===== config.mk =====
export PLATFORM = sky130hd
export DESIGN_NAME = ppbb_ram
export DESIGN_NICKNAME = d
export VERILOG_FILES = /design/src/ppbb_ram.sv
export SDC_FILE = /design/constraint.sdc
export NUM_CORES = 2
export LEC_CHECK = 0
export BUFFER_PORTS_ARGS = -buffer_cell sky130_fd_sc_hd__buf_2
export CORE_ASPECT_RATIO = 1.2
export CORE_MARGIN = 2
export CORE_UTILIZATION = 30
export CTS_BUF_LIST = sky130_fd_sc_hd__clkbuf_8 sky130_fd_sc_hd__clkbuf_16
export DETAILED_ROUTE_END_ITERATION = 6
export GPL_TIMING_DRIVEN = 0
export REMOVE_ABC_BUFFERS = 1
export SLEW_MARGIN = 15
export SYNTH_ARGS = -nofsm -noshare
export SYNTH_HDL_FRONTEND = slang
export SYNTH_SLANG_ARGS = --single-unit

===== constraint.sdc =====
create_clock -name clock -period 3.8 [get_ports clock]
set_input_delay 0.76 -clock clock [delete_from_list [all_inputs] [get_ports clock]]
set_output_delay 0.76 -clock clock [all_outputs]
set_load 0.005 [all_outputs]

===== src/ppbb_ram.sv =====
module ppbb_ram #(
   parameter int WIDTH = 8,
   parameter int DEPTH = 256
) (
   input  logic                     clock,
   input  logic                     we,
   input  logic                     re,
   input  logic [$clog2(DEPTH)-1:0] addr,
   input  logic [WIDTH-1:0]         wdata,
   output logic [WIDTH-1:0]         rdata
);

   logic [WIDTH-1:0] mem [DEPTH];

   always_ff @(posedge clock) begin
      if (we) begin
         mem[addr] <= wdata;
      end
      if (re) begin
         rdata <= mem[addr];
      end
   end

endmodule


* Word level (Yosys, flattened, before mapping)
Memory sizes are Yosys's and may differ from the RTL's. A register that Yosys moved wholly into a read port is not among the register bits. Cells that the tools add are included.
Storage, ports and cells: input port bits 19, register bits 0, output and inout bits 8, memories kept 1, memory bits (writable) 2048, word-level logic and storage cells 3
Operators by class: muxes and demuxes 2
Memory list:
- mem | words 256, bits a word 8, read ports 1, clocked after Yosys merged registers in 1, wr ports 1, line 13 | logic [WIDTH-1:0] mem [DEPTH];
Operators with widths (count):
- $mux W1 | 2

* Depth between registers and ports, before layout
depth after elaboration 2, gate-level depth with buffers 10, mapped depth without buffers 5

* Worst setup path after synthesis
No wires, ideal clock.
path type input to register, start point input port addr[1], end point memory mem[111][0], enable pin, arrival time 2.609 ns, data required time 3.430 ns, path slack 0.821 ns, stages 9, buffers on the path 5, library setup time 0.370 ns, cell sequence buf_2 clkbuf_1 clkbuf_1 nand2_1 buf_2 nor2_1 nand2_1 clkbuf_1 nor2_1
RTL lines:
- start: declaration | line 8 | input logic [$clog2(DEPTH)-1:0] addr,
- end: declaration | line 13
Straight into the memory's write port.

* Worst setup path in the final report
start point input port addr[1], end point memory mem[254][2], enable pin
Straight into the memory's write port.

==> results.tsv <==
metric	value	unit
Slew HR	0.181	
DPL Wire Length	111000	µm
post-synthesis average cell area	22.2	µm²
CTS Root Cell	clkbuf_16	
starting density of the core	0.302	
post-synth top area cell	edfxtp_1	
share of cells above drive strength 1	0.279	
failing checks	setup timing	
Setup violations, final	232	
Residual DRC	0	
clk slew on worst S/H paths	0.06	ns
CTS tree	done	
Synth Cell Area	78600	µm²
DIE AREA	266000	µm²
CORE AREA	260000	µm²
CTS Hold Bufs	0	
initial antenna violation count	7	
Multi-input gate area	16500	µm²
Primary FF master, synth	edfxtp_1	
most common cell in the netlist	edfxtp_1	
launch point of the worst hold path	wdata[2]	
Design Power	0.0453	W
num rows	205	
Die Wd	471	µm
crit-path max cell delay	0.55	ns
flops & latches, synth	2056	
top cells by area, synth	edfxtp_1, mux4_2, a22oi_1, nor2_1, a21oi_1	
height of the die	565	µm
period utilization	1.03	
global-route wire length before repair	268000	µm
crit-path most repeated cell	buf_16	
number of DRC markers in iteration 0	3838	
Synth Warn #	0	
setup TNS	-16.78	ns
endpoints failing hold	0	
post-synth cell types	21	
Worst Setup SP	addr[1]	
largest net degree at the start of global routing	137	
crit path kind	in -> reg	
unrepaired setup endpoints after global routing	true	
wire length per cell	26.0	µm
DP Area	84200	µm²
vias in the first global route	37400	
crit-path cells	buf_8, buf_16, buf_16, buf_16, nor2b_2, nand3_2, buf_16, nor2_2	
sequential fraction of the synthesis area	0.786	
number of stages on the worst setup path	8	
Max VDD drop	0.371	mV
Worst path slowest cell	nand3_2	
Mapped Cells	3547	
Layout area overhead	15.1	%
Tightest Pin Transition	1.22	ns
CP Launch Type	input port	
CP endpoint kind	flop	
status	finished with violations	
Setup Skew	0.0195	ns
ys async rst share	0	
critical path peak fanout	81	
Critical Path Sink	mem[254][2]	
Hold Crit Class	in -> reg	
WP buf/inv	5	
FF-to-FF setup slack	1.08	ns
gr usage total	0.138	
Clock Sinks	2056	
io pins	27	
reg2reg path depth	5	
commonest cells in the netlist	edfxtp_1, mux4_2, a22oi_1, nor2_1, clkbuf_1	
total grt overflow	0	
# nets final	3631	
FF-to-FF Start	mem[45][5]	
P per Cell Area	501	nW/µm²
max-slew violation count	0	
Reg area	61700	µm²
First-pass DRT Iterations	6	
vias per cell	5.08	
Lkg Pwr	26.9	nW
worst setup margin	-0.118	ns
clk_lat worst skew	0.84	ns
Max Freq	255	MHz
CTS buffer count	185	
Total Wirelength	187000	µm
Post-synth EDFFs	2056	
Fill cells	23900	
GP Congestion	0.750	
CTS H-tree depth	4	
crit path DAT	4.37	ns
routed vias	36500	
post-layout minimum cycle time	3.92	ns
Yosys top cell area share	0.786	
reg2reg end	rdata[5]	
max cap viols	0	
Final Cell Area	90500	µm²
Post-DRT Antenna Nets	0	
Min Hold Slack	0.153	ns
CTS max path bufs	3	
I/O Buffers	26	
CP delay by family, top	buffers and inverters	
Required @ worst endpoint	4.25	ns
==> how the worst min path moves through the flow <==
stage,cells past startpoint,endpoint,slack [ns]
after detailed placement,1,mem[33][2],0.99
final,1,mem[35][2],0.15
after global placement,5,rdata[0],1.02
after CTS,1,mem[32][2],0.10
after floorplan,0,mem[0][0],0.86
after global routing,1,mem[35][2],0.12
==> registers in the layout, summed over array words and instances (netlist names) <==
register / count
mem: 2048
rdata: 8
==> kinds of logic (layout without fill, tap and decap cells) <==
kind of cell,count (synthesis),count (layout),synth area share
AO/OA/AOI/OAI,416,416,0.0362
AND/OR/NAND/NOR,330,330,0.0173
buffers and inverters,233,445,0.0140
multiplexers,512,512,0.147
other,0,3,0
flip-flops,2056,2056,0.786
==> power breakdown <==
group | switching, W | internal (W) | total (W)
Clock | 0.00823 | 0.00989 | 0.0181
Combinational | 0.00139 | 0.000813 | 0.00221
Sequential | 0.0000209 | 0.0250 | 0.0250
Total | 0.00964 | 0.0357 | 0.0453
==> timing repair <==
item	CTS	global route
setup endpoints to repair	1595	337
gates cloned	4	0
gates resized for setup	90	14
setup buffers	0	0
==> layout make-up <==
class                           count  share of cell area
Antenna cell                        3           0.0000830
Clock buffer                      185              0.0512
Clock inverter                    149              0.0128
Inverter                            1           0.0000415
Multi-Input combinational cell   1258               0.182
Sequential cell                  2056               0.682
Tap cell                         3415              0.0472
Timing Repair Buffer              110              0.0243
==> per-layer routing <==
metal	wire (µm)	track usage	up-vias
met5	27	0	-
met4	6170	0.0475	4
met3	11700	0.0235	290
met2	95600	0.238	1294
met1	73300	0.175	19700
li1	-	-	15200
==> layout by cell type, fill, tap and decap left out, types with 4 or more instances in the layout <==
master,count
a21oi_1,128
inv_6,10
buf_12,19
nor2_1,145
buf_2,22
o41ai_2,18
inv_1,38
nor2b_2,5
clkinv_1,43
nor2_2,86
nand4_1,8
nand2_2,9
nand2_1,19
nor3_2,30
edfxtp_1,2056
mux4_2,512
o41ai_1,8
a22oi_1,256
buf_16,52
nand3_1,5
o41ai_4,6
buf_4,4
clkbuf_16,185
clkinv_2,33
nand3_2,7
clkinvlp_4,4
buf_8,9
bufinv_16,15
==> metrics by stage <==
stage	util	std cells	setup slack, ns
floorplan	-	3315	-3.81
global placement	0.315	6756	-22.05
detailed placement	0.324	6836	-1.70
CTS	0.348	7174	-0.104
global route	0.348	7176	-0.173
finish	0.348	7177	-0.118
No activity file was read; power rests on OpenSTA's default activity.
